==> src/hdl/assert_macros.svh <==
// ---------------------------------------------------------------------------
// Assertion macros
// Shared concurrent assertion forms, clocked on clk_i and held off in reset.
// ---------------------------------------------------------------------------
`ifndef ASSERT_MACROS_SVH
`define ASSERT_MACROS_SVH

// Consequent must hold in the same cycle as the antecedent.
`define ASSERT_SAME(lbl, ante, cons, msg) \
  lbl: assert property (@(posedge clk_i) disable iff (!rst_ni) (ante) |-> (cons)) \
    else $error(msg);

// Consequent must hold in the cycle after the antecedent.
`define ASSERT_NEXT(lbl, ante, cons, msg) \
  lbl: assert property (@(posedge clk_i) disable iff (!rst_ni) (ante) |=> (cons)) \
    else $error(msg);

`endif

==> src/hdl/stal_cell.sv <==
// ---------------------------------------------------------------------------
// stal_cell
// One stage of the lookup chain: holds an entry and its index in registers.
// ---------------------------------------------------------------------------
`default_nettype none

module stal_cell #(
  parameter int unsigned WORD_W = 60,
  parameter int unsigned IDX_W  = 10
) (
  input  wire logic              clk_i,
  input  wire logic              rst_ni,
  input  wire logic              flush_i,
  input  wire logic              vld_i,
  input  wire logic [IDX_W-1:0]  idx_i,
  input  wire logic [WORD_W-1:0] word_i,
  output logic                   vld_o,
  output logic      [IDX_W-1:0]  idx_o,
  output logic      [WORD_W-1:0] word_o
);

  logic              vld_q;
  logic [IDX_W-1:0]  idx_q;
  logic [WORD_W-1:0] word_q;

  // Valid flag, cleared whenever the chain is not walking.
  always_ff @(posedge clk_i or negedge rst_ni) begin
    if (!rst_ni) begin
      vld_q <= 1'b0;
    end else begin
      vld_q <= vld_i & ~flush_i;
    end
  end

  // Payload moves on every cycle.
  always_ff @(posedge clk_i) begin
    idx_q  <= idx_i;
    word_q <= word_i;
  end

  assign vld_o  = vld_q;
  assign idx_o  = idx_q;
  assign word_o = word_q;

endmodule

`default_nettype wire

==> config.mk <==
export PLATFORM = sky130hd
export DESIGN_NAME = stal_cell
export DESIGN_NICKNAME = d
export VERILOG_FILES = /design/src/hdl/assert_macros.svh /design/src/hdl/stal_cell.sv
export SDC_FILE = /design/constraint.sdc
export NUM_CORES = 1
export LEC_CHECK = 0
export ABC_AREA = 1
export BUFFER_PORTS_ARGS = -buffer_cell sky130_fd_sc_hd__buf_2
export CAP_MARGIN = 10
export CORE_AREA = 2 2 68 70
export DETAILED_ROUTE_END_ITERATION = 8
export DIE_AREA = 0 0 70 72
export PLACE_DENSITY = 0.77
export SYNTH_ARGS = -nofsm -noshare
export SYNTH_HDL_FRONTEND = slang
export SYNTH_SLANG_ARGS = --single-unit
export TNS_END_PERCENT = 50
==> constraint.sdc <==
create_clock -name clk_i -period 0.8 [get_ports clk_i]
set_input_delay 0.08 -clock clk_i [delete_from_list [all_inputs] [get_ports clk_i]]
set_output_delay 0.08 -clock clk_i [all_outputs]
set_load 0.02 [all_outputs]
=== Word level (Yosys, flattened, before mapping) ===
Cells that the tools add are included.

* Logic and storage cells: 5
* Bits in latches: 0
* Bits in registers: 71
* Bits in read-only memories: 0
* Memories: 0
* Memory bits (writable): 0

* Mux-type cells: 0
* $mul: 0
* Equal/unequal tests: 0
* Shift operators: 0
* Divide/modulo/power cells: 0
* Bitwise gates (word level): 2
* $lt $le $gt $ge: 0
* Reductions and logical operators: 0
* $add $sub $neg: 0

{| class="wikitable"
|+ Operator list
! operator !! count
|-
| $and A1 B1 Y1 || 1
|-
| $not A1 Y1 || 1
|}

=== Depth between registers and ports, before layout ===
* Depth in word-level cells: 2
* Mapped depth: 2
* Depth with buffers taken out: 2

=== Least setup slack after synthesis ===
OpenSTA, ideal clock, no wires.

* Path kind: flip-flop to output port
* From: register vld_q (netlist: vld_o)
* To: output port vld_o
* Data arrival time: 416 ps
* Buffers on the path: 0
* Data required time: 720 ps
* Cell stages (with the launch flop): 1
* Slack: 304 ps
* Cell sequence: dfrtp_1

{| class="wikitable"
|+ RTL lines
! item !! RTL line !! source
|-
| from (decl) || stal_cell.sv:22 || <nowiki>logic vld_q;</nowiki>
|-
| from (signal assigned) || stal_cell.sv:31 || <nowiki>vld_q <= vld_i & ~flush_i;</nowiki>
|-
| to (decl) || stal_cell.sv:17 || <nowiki>output logic vld_o,</nowiki>
|}

No word-level cell between the ends.

=== Worst setup path after layout ===
* From: register vld_q (netlist: vld_o)
* To: output port vld_o

No word-level cell between the ends.

==> out/qor.yml <==
power:
  fin_total_pwr_mw: 7.93
  vdd_ir_drop_max_uv: 1980
  power.leakage_nw: 1.74
  p_per_area_nw_per_um2: 2150
timing:
  min_period_over_period_pct: 113
  slew_headroom_pct: 93.6
  holdWs_ps: 64.7
  finalCriticalPeriod_ps: 904
  timing.fmax_mhz: 1110
  slew_violations: 0
  worst_pin_slew_ps: 95.7
  final-setup-viol-count: 71
  finalHoldViolCount: 0
  layout_setup_ws_ps: -104
  rsz0062_at_grt: "yes"
synth:
  avgSynthCellArea_um2: 19.7
  synth_ff_type: "dfxtp_1"
  ys_warn_count: 0
  ys_types: 4
  synth_nets: 147
  syn_inst: 73
  syn_area_um2: 1440
  postSynth.asyncResetShare_pct: 1.41
  synth_area_leaders: "dfxtp_1 (98%), dfrtp_1 (1.7%), nor2_2 (0.44%)"
  synth_largest_area_cell: "dfxtp_1"
  seq_area_frac_synth_pct: 99.3
  ys_seq_elements: 71
  synth_edf_count: 0
  yosys.cell_count.top_type: "dfxtp_1"
  yosys-top-cells-count: "dfxtp_1 (70), dfrtp_1 (1), inv_1 (1), nor2_2 (1)"
  synth_top_area_share_pct: 97.6
finish:
  multiInputGateArea_um2: 6.26
  fillCellCount: 205
  final_core_util_pct: 86.5
  drive_above_1_share_pct: 74.5
  syn2layout_area_growth_pct: 157
  nets: 375
  regArea_um2: 1510
  n_antenna_cell: 0
drt:
  remaining_drc_errors: 0
  route.vias.total: 1442
  firstDrtPassIters: 4
  totalWireLength_um: 5360
  drtIter0Drc: 38
  ant_nets: 0
  wl_met3_um: 583
  vias_per_cell: 4.03
  m1WireLength_um: 1750
  wire_per_inst_um: 15.0
  highest_layer: "met4"
  wl_met2_um: 2940
clocking:
  clock_path_buffers: 2
  cts_max_level: 3
  numCtsBuffers: 9
  cts_setup_buffers: 0
  clk_transition_reported_paths_ps: 70
  cts_tree: "done"
  root_buffer: "clkbuf_8"
  clock-sinks: 71
floorplanning:
  design.die.area_um2: 5040
  fp.dieW_um: 70
  initial_core_util_pct: 33.7
  ios: 145
  die_height_um: 72
  rows: 24
  core_area_um2: 4260
hold_path:
  min_path_type: "in2async"
placed_design:
  port_buffers: 144
  dpl.hpwl_um: 2670
  place_congestion: 0.698
  pre_cts_ws_ps: 241
global_route:
  grt_usage_pct: 22.5
  antenna_found_initial: 0
  grt_overflow: 0
  first_global_vias: 1697
  grt_pass1_wl_um: 8340
  grt_max_degree: 12
critical_path:
  cp_slowest_cell: "dfrtp_1"
  cpLargestDelayFamily: "flip-flops"
  cp_slowest_stage_delay_ps: 370
  startpoint_type: "flop"
  crit_type: "reg2out"
  crit_required_ps: 720
  critPathArrivalTime_ps: 820
  crit_fanout: 1
  critPathBufInv: 1
  end_kind: "primary output"
  crit_chain: "buf_6"
outcome:
  violations: "setup timing"
  status: "finished, violations left"
flow_run:
  drv_cap: 0
## cells by family (layout without fill, tap and decap cells)
family,after synthesis,after routing,share of synthesized area (%)
simple gates,1,1,0.436
flops,71,71,99.3
buf+inv,1,234,0.261
## area by class of cell
cell class              instances  share of cell area [%]
repair buffers                217                    51.4
flip-flops and latches         71                    41.0
clock buffers                  12                    3.66
clock inverters                 4                    1.90
well taps                      52                    1.76
multi-input cells               1                   0.170
inverters                       1                   0.102
## layer usage
layer	global-route usage (%)	vias up
li1	-	677
met1	19.9	652
met2	43.8	105
met5	0	-
met3	9.44	8
met4	10.3	0
## sequential cells by signal (all words and copies together), names as in the netlist
| name | flops |
|---|---|
| idx_o | 10 |
| vld_o | 1 |
| word_o | 60 |
## timing repair
item | CTS | global route
gates resized for setup | 211 | 1
hold endpoints to repair | 72 | 0
cloned | 0 | 0
endpoints found under the setup margin | 71 | 71
hold buffers | 73 | 0
## path summary, 6_finish.rpt
| kind | start | to | slack, ps | cells after the start |
|---|---|---|---|---|
| hold / removal | rst_ni | vld_o$_DFF_PN0_ | 60 | 2 |
| setup / recovery | vld_o$_DFF_PN0_ | vld_o | -100 | 1 |
| min in group clk_i | word_i[24] | word_o[24]$_DFF_P_ | 390 | 2 |
| max in group asynchronous | rst_ni | vld_o$_DFF_PN0_ | 650 | 2 |
## layout by cell type (no fill, tap or decap)
cell type	instances
dlygate4sd3_1	73
buf_2	73
buf_6	71
dfxtp_2	70
clkbuf_8	9
clkbuf_1	3
bufinv_16	2
clkinv_2	2
inv_1	1
nor2_2	1
dfrtp_1	1
## power breakdown
group / internal [mW] / switching, mW
combinational: 0.699 / 0.430
clock: 1.75 / 1.20
sequential: 3.76 / 0.0946
total: 6.21 / 1.72
## stage by stage
stage               std cells  setup TNS, ps  area [µm²]
global route              358          -5000        3690
detailed placement        269              0        2220
CTS                       358          -3620        3690
finish                    358          -2900        3690
floorplan                  73              0        1440
global placement          269              0        2220
Power figures use the tool's default switching activity.
