--- src/hdl/assert_macros.svh ---
// ---------------------------------------------------------------------------
// Assertion macros
// Shared concurrent assertion forms, clocked on clk_i and held off in reset.
// ---------------------------------------------------------------------------
`ifndef ASSERT_MACROS_SVH
`define ASSERT_MACROS_SVH

// Consequent must hold in the same cycle as the antecedent.
`define ASSERT_SAME(lbl, ante, cons, msg) \
  lbl: assert property (@(posedge clk_i) disable iff (!rst_ni) (ante) |-> (cons)) \
    else $error(msg);

// Consequent must hold in the cycle after the antecedent.
`define ASSERT_NEXT(lbl, ante, cons, msg) \
  lbl: assert property (@(posedge clk_i) disable iff (!rst_ni) (ante) |=> (cons)) \
    else $error(msg);

`endif

--- src/hdl/stal_pkg.sv ---
// ---------------------------------------------------------------------------
// stal_pkg
// Types and constants shared by the symbol table lookup modules.
// ---------------------------------------------------------------------------
`default_nettype none

package stal_pkg;

  // Fixed field widths of the ports.
  localparam int unsigned QUERY_W   = 32;
  localparam int unsigned OUT_IDX_W = 10;
  localparam int unsigned OUT_ADR_W = 32;
  localparam int unsigned TYPE_W    = 8;
  localparam int unsigned OUT_OFS_W = 20;
  localparam int unsigned DIGIT_W   = 4;

  // Characters of the listing.
  localparam logic [7:0] CH_NL    = 8'h0a;
  localparam logic [7:0] CH_SPACE = 8'h20;
  localparam logic [7:0] CH_0     = 8'h30;
  localparam logic [7:0] CH_9     = 8'h39;
  localparam logic [7:0] CH_A     = 8'h61;
  localparam logic [7:0] CH_F     = 8'h66;
  localparam logic [7:0] HEX_TEN  = 8'd10;

  typedef enum logic {
    CMD_TEXT   = 1'b0,
    CMD_LOOKUP = 1'b1
  } cmd_e;

  typedef enum logic [1:0] {
    PH_ADDR,
    PH_GAP1,
    PH_GAP2,
    PH_NAME
  } phase_e;

  typedef enum logic [1:0] {
    LK_IDLE,
    LK_WALK,
    LK_DONE
  } lk_state_e;

  typedef struct packed {
    logic parse_error;
    logic table_full;
  } stal_status_t;

endpackage

`default_nettype wire

--- src/hdl/stal_parse.sv ---
// ---------------------------------------------------------------------------
// stal_parse
// Listing parser: turns text bytes into table entries and sticky flags.
// ---------------------------------------------------------------------------
`default_nettype none

module stal_parse #(
  parameter int unsigned MAX_ENTRIES = 1024,
  parameter int unsigned ADDR_BITS   = 32,
  parameter int unsigned OFFSET_BITS = 20,
  parameter int unsigned IDX_W       = 10,
  parameter int unsigned CNT_W       = 11
) (
  input  wire logic                       clk_i,
  input  wire logic                       rst_ni,
  input  wire logic                       byte_vld_i,
  input  wire logic [7:0]                 text_byte_i,
  output logic                            wr_en_o,
  output logic      [IDX_W-1:0]           wr_idx_o,
  output logic      [ADDR_BITS-1:0]       wr_addr_o,
  output logic      [7:0]                 wr_type_o,
  output logic      [OFFSET_BITS-1:0]     wr_name_o,
  output logic      [CNT_W-1:0]           count_o,
  output stal_pkg::stal_status_t          status_o
);

  import stal_pkg::*;

  phase_e                 phase_q, phase_d;
  logic [ADDR_BITS-1:0]   accum_q, accum_d;
  logic [OFFSET_BITS-1:0] pos_q, pos_d;
  logic [TYPE_W-1:0]      type_q, type_d;
  logic [OFFSET_BITS-1:0] name_q, name_d;
  logic [CNT_W-1:0]       count_q, count_d;
  stal_status_t           stat_q, stat_d;
  logic [DIGIT_W-1:0]     digit;
  logic                   bad_digit;
  logic                   commit;
  logic [OFFSET_BITS-1:0] commit_name;

  // Hex digit decode; anything else counts as zero and is flagged.
  always_comb begin
    digit     = '0;
    bad_digit = 1'b0;
    if (text_byte_i inside {[CH_0:CH_9]}) begin
      digit = DIGIT_W'(text_byte_i - CH_0);
    end else if (text_byte_i inside {[CH_A:CH_F]}) begin
      digit = DIGIT_W'(text_byte_i - CH_A + HEX_TEN);
    end else begin
      bad_digit = 1'b1;
    end
  end

  // Line parser and commit of completed lines.
  always_comb begin
    phase_d     = phase_q;
    accum_d     = accum_q;
    pos_d       = pos_q;
    type_d      = type_q;
    name_d      = name_q;
    count_d     = count_q;
    stat_d      = stat_q;
    commit      = 1'b0;
    commit_name = name_q;
    if (byte_vld_i) begin
      pos_d = pos_q + 1'b1;
      case (phase_q)
        PH_ADDR: begin
          if (text_byte_i == CH_SPACE) begin
            phase_d = PH_GAP1;
          end else if (text_byte_i == CH_NL) begin
            stat_d.parse_error = 1'b1;
            accum_d            = '0;
          end else begin
            if (bad_digit) begin
              stat_d.parse_error = 1'b1;
            end
            accum_d = (accum_q << DIGIT_W) | ADDR_BITS'(digit);
          end
        end
        PH_GAP1: begin
          if (text_byte_i == CH_NL) begin
            phase_d = PH_ADDR;
            accum_d = '0;
          end else if (text_byte_i != CH_SPACE) begin
            type_d  = text_byte_i;
            phase_d = PH_GAP2;
          end
        end
        PH_GAP2: begin
          if (text_byte_i == CH_NL) begin
            commit      = 1'b1;
            commit_name = pos_q;
          end else if (text_byte_i != CH_SPACE) begin
            name_d  = pos_q;
            phase_d = PH_NAME;
          end
        end
        PH_NAME: begin
          if (text_byte_i == CH_NL) begin
            commit = 1'b1;
          end
        end
        default: begin
          phase_d = PH_ADDR;
        end
      endcase
      if (commit) begin
        phase_d = PH_ADDR;
        accum_d = '0;
        if (count_q < CNT_W'(MAX_ENTRIES)) begin
          count_d = count_q + 1'b1;
        end else begin
          stat_d.table_full = 1'b1;
        end
      end
    end
  end

  // Control state.
  always_ff @(posedge clk_i or negedge rst_ni) begin
    if (!rst_ni) begin
      phase_q <= PH_ADDR;
      accum_q <= '0;
      pos_q   <= '0;
      count_q <= '0;
      stat_q  <= '0;
    end else begin
      phase_q <= phase_d;
      accum_q <= accum_d;
      pos_q   <= pos_d;
      count_q <= count_d;
      stat_q  <= stat_d;
    end
  end

  // Pending type and name offset of the current line.
  always_ff @(posedge clk_i) begin
    type_q <= type_d;
    name_q <= name_d;
  end

  assign wr_en_o   = commit && (count_q < CNT_W'(MAX_ENTRIES));
  assign wr_idx_o  = count_q[IDX_W-1:0];
  assign wr_addr_o = accum_q;
  assign wr_type_o = type_q;
  assign wr_name_o = commit_name;
  assign count_o   = count_q;
  assign status_o  = stat_q;

endmodule

`default_nettype wire

--- config.mk ---
export PLATFORM = sky130hd
export DESIGN_NAME = stal_parse
export DESIGN_NICKNAME = d
export VERILOG_FILES = /design/src/hdl/assert_macros.svh /design/src/hdl/stal_pkg.sv /design/src/hdl/stal_parse.sv
export SDC_FILE = /design/constraint.sdc
export NUM_CORES = 1
export LEC_CHECK = 0
export CAP_MARGIN = 30
export CORE_ASPECT_RATIO = 2
export CORE_MARGIN = 2
export CORE_UTILIZATION = 60
export CTS_CLUSTER_SIZE = 14
export DETAILED_ROUTE_END_ITERATION = 10
export DONT_BUFFER_PORTS = 1
export GPL_TIMING_DRIVEN = 0
export PLACE_DENSITY = 0.76
export SLEW_MARGIN = 20
export SYNTH_ARGS = -nofsm -noshare
export SYNTH_HDL_FRONTEND = slang
export SYNTH_SLANG_ARGS = --single-unit
--- constraint.sdc ---
create_clock -name clk_i -period 5.9 [get_ports clk_i]
set_input_delay 0.59 -clock clk_i [delete_from_list [all_inputs] [get_ports clk_i]]
set_output_delay 0.59 -clock clk_i [all_outputs]
set_load 0.005 [all_outputs]
Word-level counts from Yosys, hierarchy flattened
Index checks and enable logic that the tools add are counted.
- add/sub/neg operators: 5
- $lt $le $gt $ge: 5
- equal/unequal tests: 12
- multiplexer cells: 25
- bitwise gates (word level): 4
- reductions and logical operators: 15
- operators by type and width (operator ; count):
    $mux W32 ; 4
    $pmux W32 S2 ; 1
    $mux W20 ; 3
    $or A32 B4 Y32 ; 1
    $add A20 B1 Y20 const B ; 1
    $reduce_and A4 Y1 ; 4
    $ne A3 B3 Y1 const B ; 5
    $mux W2 ; 6
    $add A11 B1 Y11 const B ; 1
    $lt A11 B11 Y1 const B ; 1
    $eq A8 B4 Y1 const B ; 1
    $eq A8 B6 Y1 const B ; 1
    $ge A8 B6 Y1 const B ; 1
    $ge A8 B7 Y1 const B ; 1
    $le A8 B6 Y1 const B ; 1
    $le A8 B7 Y1 const B ; 1
    $mux W1 ; 8
    $mux W4 ; 2
    $ne A8 B6 Y1 const B ; 1
    $sub A4 B1 Y4 const B ; 2
    $pmux W2 S3 ; 1
    $reduce_and A3 Y1 ; 2
    $reduce_and A6 Y1 ; 1
    $add A4 B4 Y4 const B ; 1
    other kinds (10) ; 15
- register bits after elaboration: 95
- input bits: 11
- logic and storage cells: 74

Depth between registers and ports, before layout
- depth after elaboration: 9
- gate-level depth with buffers: 8
- depth with buffers taken out: 7

Least setup slack after synthesis
No wires, ideal clock.
- path type: input to register
- start point: input port text_byte_i[0]
- end point: register name_q[0], enable pin
- data arrival time: 2.648 ns
- path slack: 2.826 ns
- stages on the path: 5
- cells stage by stage: inv_1 -> ha_1 -> nand4bb_1 -> nor2_1 -> nor3b_1
- word-level cells in the longest chain between the ends: 3
- elaborated cells between the ends (all ways): 4
- classes of those cells: eq/ne (2); bitwise (1); reduce/logical (1)
- RTL lines (element ; RTL line ; RTL):
    from (decl) ; stal_parse.sv:17 ; input wire logic [7:0] text_byte_i,
    $eq A8 B4 Y1 ; stal_parse.sv:91 ; if (text_byte_i == CH_NL) begin
    $not A1 Y1 (no line) ; - ;
    $reduce_and A4 Y1 (no line) (*) ; - ;
    to (signal assigned) ; stal_parse.sv:140 ; name_q <= name_d;
    to (decl) ; stal_parse.sv:33 ; logic [OFFSET_BITS-1:0] name_q, name_d;
Every way passes the cells marked *; elsewhere a longest branch is shown, timed or not.
A chain may end at the register's enable or synchronous reset.

Worst setup path in the final report
- start point: input port text_byte_i[0]
- end point: output port wr_name_o[9]
- word-level cells in the longest chain between the ends: 4
- RTL lines (element ; RTL line ; RTL):
    $eq A8 B4 Y1 ; stal_parse.sv:91 ;
    $mux W20 ; stal_parse.sv:91 ;
    $mux W20 ; stal_parse.sv:67 ; case (phase_q)
    $mux W20 ; stal_parse.sv:65 ; if (byte_vld_i) begin
    to (decl) ; stal_parse.sv:22 ; output logic [OFFSET_BITS-1:0] wr_name_o,
No other way between the ends.

==> results.md <==
- # clock sinks: 95
- CTS tree: built
- Final Non-Filler Cells: 415
- Final Hold Violating Endpoints: 0
- P&R area growth vs syn: 11.3%
- Clock Skew: 0.00496 ns
- Max rail drop VDD: 193 uV
- Largest net degree at the start of global routing: 68
- Overall die width: 62.6 um
- Fin area: 4590 um2
- Worst setup EP type: output pin
- Fin Setup TNS: 0 ns
- Core Footprint: 6620 um2
- Post-route ant nets: 0
- GPL Wtd Cong: 0.805
- Synth Area in Compound Gates: 9.51%
- Crit path time final: 2.83 ns
- Net Switching: 0.480 mW
- Run status: completed
- CTS clk-pin slew, worst paths: 0.06 ns
- Clock latency on the worst-skew pair: 0.34 ns
- Yosys warning total: 0
- Clk buf depth: 2
- Mapped Area: 4120 um2
- Setup CP Type: input pin to output pin
- Max cap viols: 0
- Leading post-synthesis cells by cell area: dfrtp_1 41%, edfxtp_1 20%, a22o_1 6.4%, mux2_1 6.3%, xnor2_1 4.5%
- Layout cells sized above 1: 11.0%
- Synthesized flop and latch total: 95
- H-tree depth: 3
- Xor/xnor cell area share of the yosys netlist: 6.59%
- Leading area contributor after synthesis: dfrtp_1
- Pre-antenna DRT Iters: 4
- Die area: 7590 um2
- Primary FF master, synth: dfrtp_1
- Final slew viol count: 0
- Adder-Cell Fraction of Synth Area: 3.04%
- Placed Instances: 398
- Startpoint Class: input pin
- First-iteration detailed-routing DRC count: 137
- Crit path max fanout: 10
- Total power: 1.66 mW
- Clk Tree Root Cell: clkbuf_16
- Int Pwr: 1.18 mW
- WP data arrival: 2.24 ns
- CTS buffer count: 9
- Sequential area share after synthesis: 61.1%
- Multiplexer share of the synthesized area: 6.56%
- Vias in the first global route: 2622
- P per Cell Area: 363 nW/um2
- Combinational share of power: 14.6%
- Max-slew headroom: 56.4%
- Largest family of logic cells by synthesized area: compound AO/OA/AOI/OAI gates
- Filler cells: 485
- DPL Wire Length: 5730 um
- Io pins: 95
- Share of power burned in registers: 50.8%
- PostCTS Resize Cnt: 0
- GR Overflow Total: 0
- FF-to-FF Start: phase_q[1]
- # DRC: 0
- Hold Crit Class: input pin to async pin
- Pre-CTS WS: 3.05 ns
- Diodes inserted: 0
- Via count: 2536
- Number of synthesized flops with an enable pin: 28
- Global-route wire length before repair: 12900 um
- Clock network fraction of design power: 34.6%
- Fin util: 69.3%
- DRT Wirelength: 7940 um
- Max Clock Freq: 0.353 GHz
- Ys async rst share: 70.5%
- Port bufs: 0
- Synth Area in Simple Gates: 9.51%
- Vias per inst: 6.11
- Gr usage total: 22.6%
- Post-Syn Nets: 329
- Share of the synthesized area in the top cell type: 40.7%
- Minimum hold slack: 0.103 ns
- Initial Utilization: 62.2%
- Gate count of the mapped netlist: 308
- Synthesized area per cell: 13.4 um2
- Height of the chip: 121 um
- WP data required: 5.31 ns
- Drt wl/cell: 19.1 um
- Unrepaired setup endpoints after global routing: no
- Hold-fix buffers, CTS: 1
- Slack of the critical path: 3.07 ns
- Final nets: 343
- # setup viols final: 0
- Final cycle utilization of the critical path: 47.9%
- Core Rows: 42
- Switch share: 28.8%
- P_leak: 2.00 nW
- Placement Cell Area: 4250 um2
- Initial antenna violation count: 0
- Yosys cell types: 43
- Worst setup path startpoint: text_byte_i[0]
- Actual slew at the worst max-slew pin: 0.649 ns
- Post-CTS setup buffers: 0
critical path: stages:
cell and delay, ns:
inv_1 0.10, ha_1 0.16, nand4bb_1 0.18, nor2_1 0.34, and3_1 0.22, buf_2 0.26
mux2_1 0.38
power groups by stage:
| stage | combinational (mW) | sequential, mW | clock [mW] |
|---|---|---|---|
| final | 0.242 | 0.846 | 0.576 |
| after detailed placement | 0.232 | 0.861 | 0 |
| after CTS | 0.246 | 0.848 | 0.586 |
| after floorplan | 0.185 | 0.834 | 0 |
| after global placement | 0.222 | 0.856 | 0 |
| after global routing | 0.280 | 0.860 | 0.616 |
cell usage after synthesis, types with 2 or more instances:
master / instances
dfrtp_1: 67
a22o_1: 30
edfxtp_1: 28
mux2_1: 23
xnor2_1: 21
nand3_1: 14
nor2_1: 13
nand2_1: 11
and3_1: 10
buf_4: 10
ha_1: 10
inv_1: 10
xor2_1: 10
clkbuf_1: 6
nor3_1: 5
nand4_1: 3
nor2b_1: 3
o2bb2ai_1: 3
a21oi_1: 2
a31o_1: 2
buf_1: 2
buf_2: 2
nor3b_1: 2
or3b_1: 2
cell type report:
class	instances	area [um2]	share of cell area [%]
flip-flops and latches	95	2520	54.9
multi-input cells	183	1460	31.7
inverters	10	37.5	0.819
plain buffers	20	115	2.51
well taps	88	110	2.40
clock inverters	6	57.6	1.26
clock buffers	10	250	5.46
repair buffers	3	42.5	0.928
flip-flops by register name, summed over array words and instances, names as in the netlist:
name,count
wr_addr_o,32
name_q,20
pos_q,20
count_o,11
wr_type_o,8
phase_q,2
status_o,2
placed cells by master, fill, tap and decap left out, drive strengths merged, types with 6 or more instances in the layout:
cell,count
a22o,30
and3,10
buf,17
clkbuf,16
dfrtp,67
edfxtp,28
ha,10
inv,14
mux2,24
nand2,11
nand3,14
nor2,13
nor3,6
xnor2,21
xor2,10
metal layers:
layer | track usage (%) | wire length [um] | up-vias
met5 | 0 | 0 | -
met4 | 11.5 | 190 | 0
met3 | 6.31 | 460 | 14
met2 | 41.4 | 4490 | 80
met1 | 22.9 | 2790 | 1307
li1 | - | - | 1135
final timing paths:
| check | cells past startpoint | slack (ns) | endpoint |
|---|---|---|---|
| setup reg to reg | 7 | 3.66 | wr_addr_o[14] |
| min in group clk_i | 0 | 0.34 | wr_type_o[2] |
| max in group asynchronous | 1 | 5.51 | pos_q[19] |
| hold reg to reg | 0 | 0.49 | name_q[17] |
| hold / removal | 1 | 0.10 | pos_q[4] |
| setup / recovery | 7 | 3.07 | wr_name_o[9] |
cells by family (layout without fill, tap and decap cells):
group                    Yosys count  count (layout)
flip-flops                        95              95
buffers and inverters             30              49
adder cells (fa/ha/maj)           10              10
AO/OA/AOI/OAI                     46              46
AND/OR/NAND/NOR                   72              72
multiplexers                      24              24
XOR/XNOR                          31              31
Note: power is estimated with default switching activity, not from simulation.
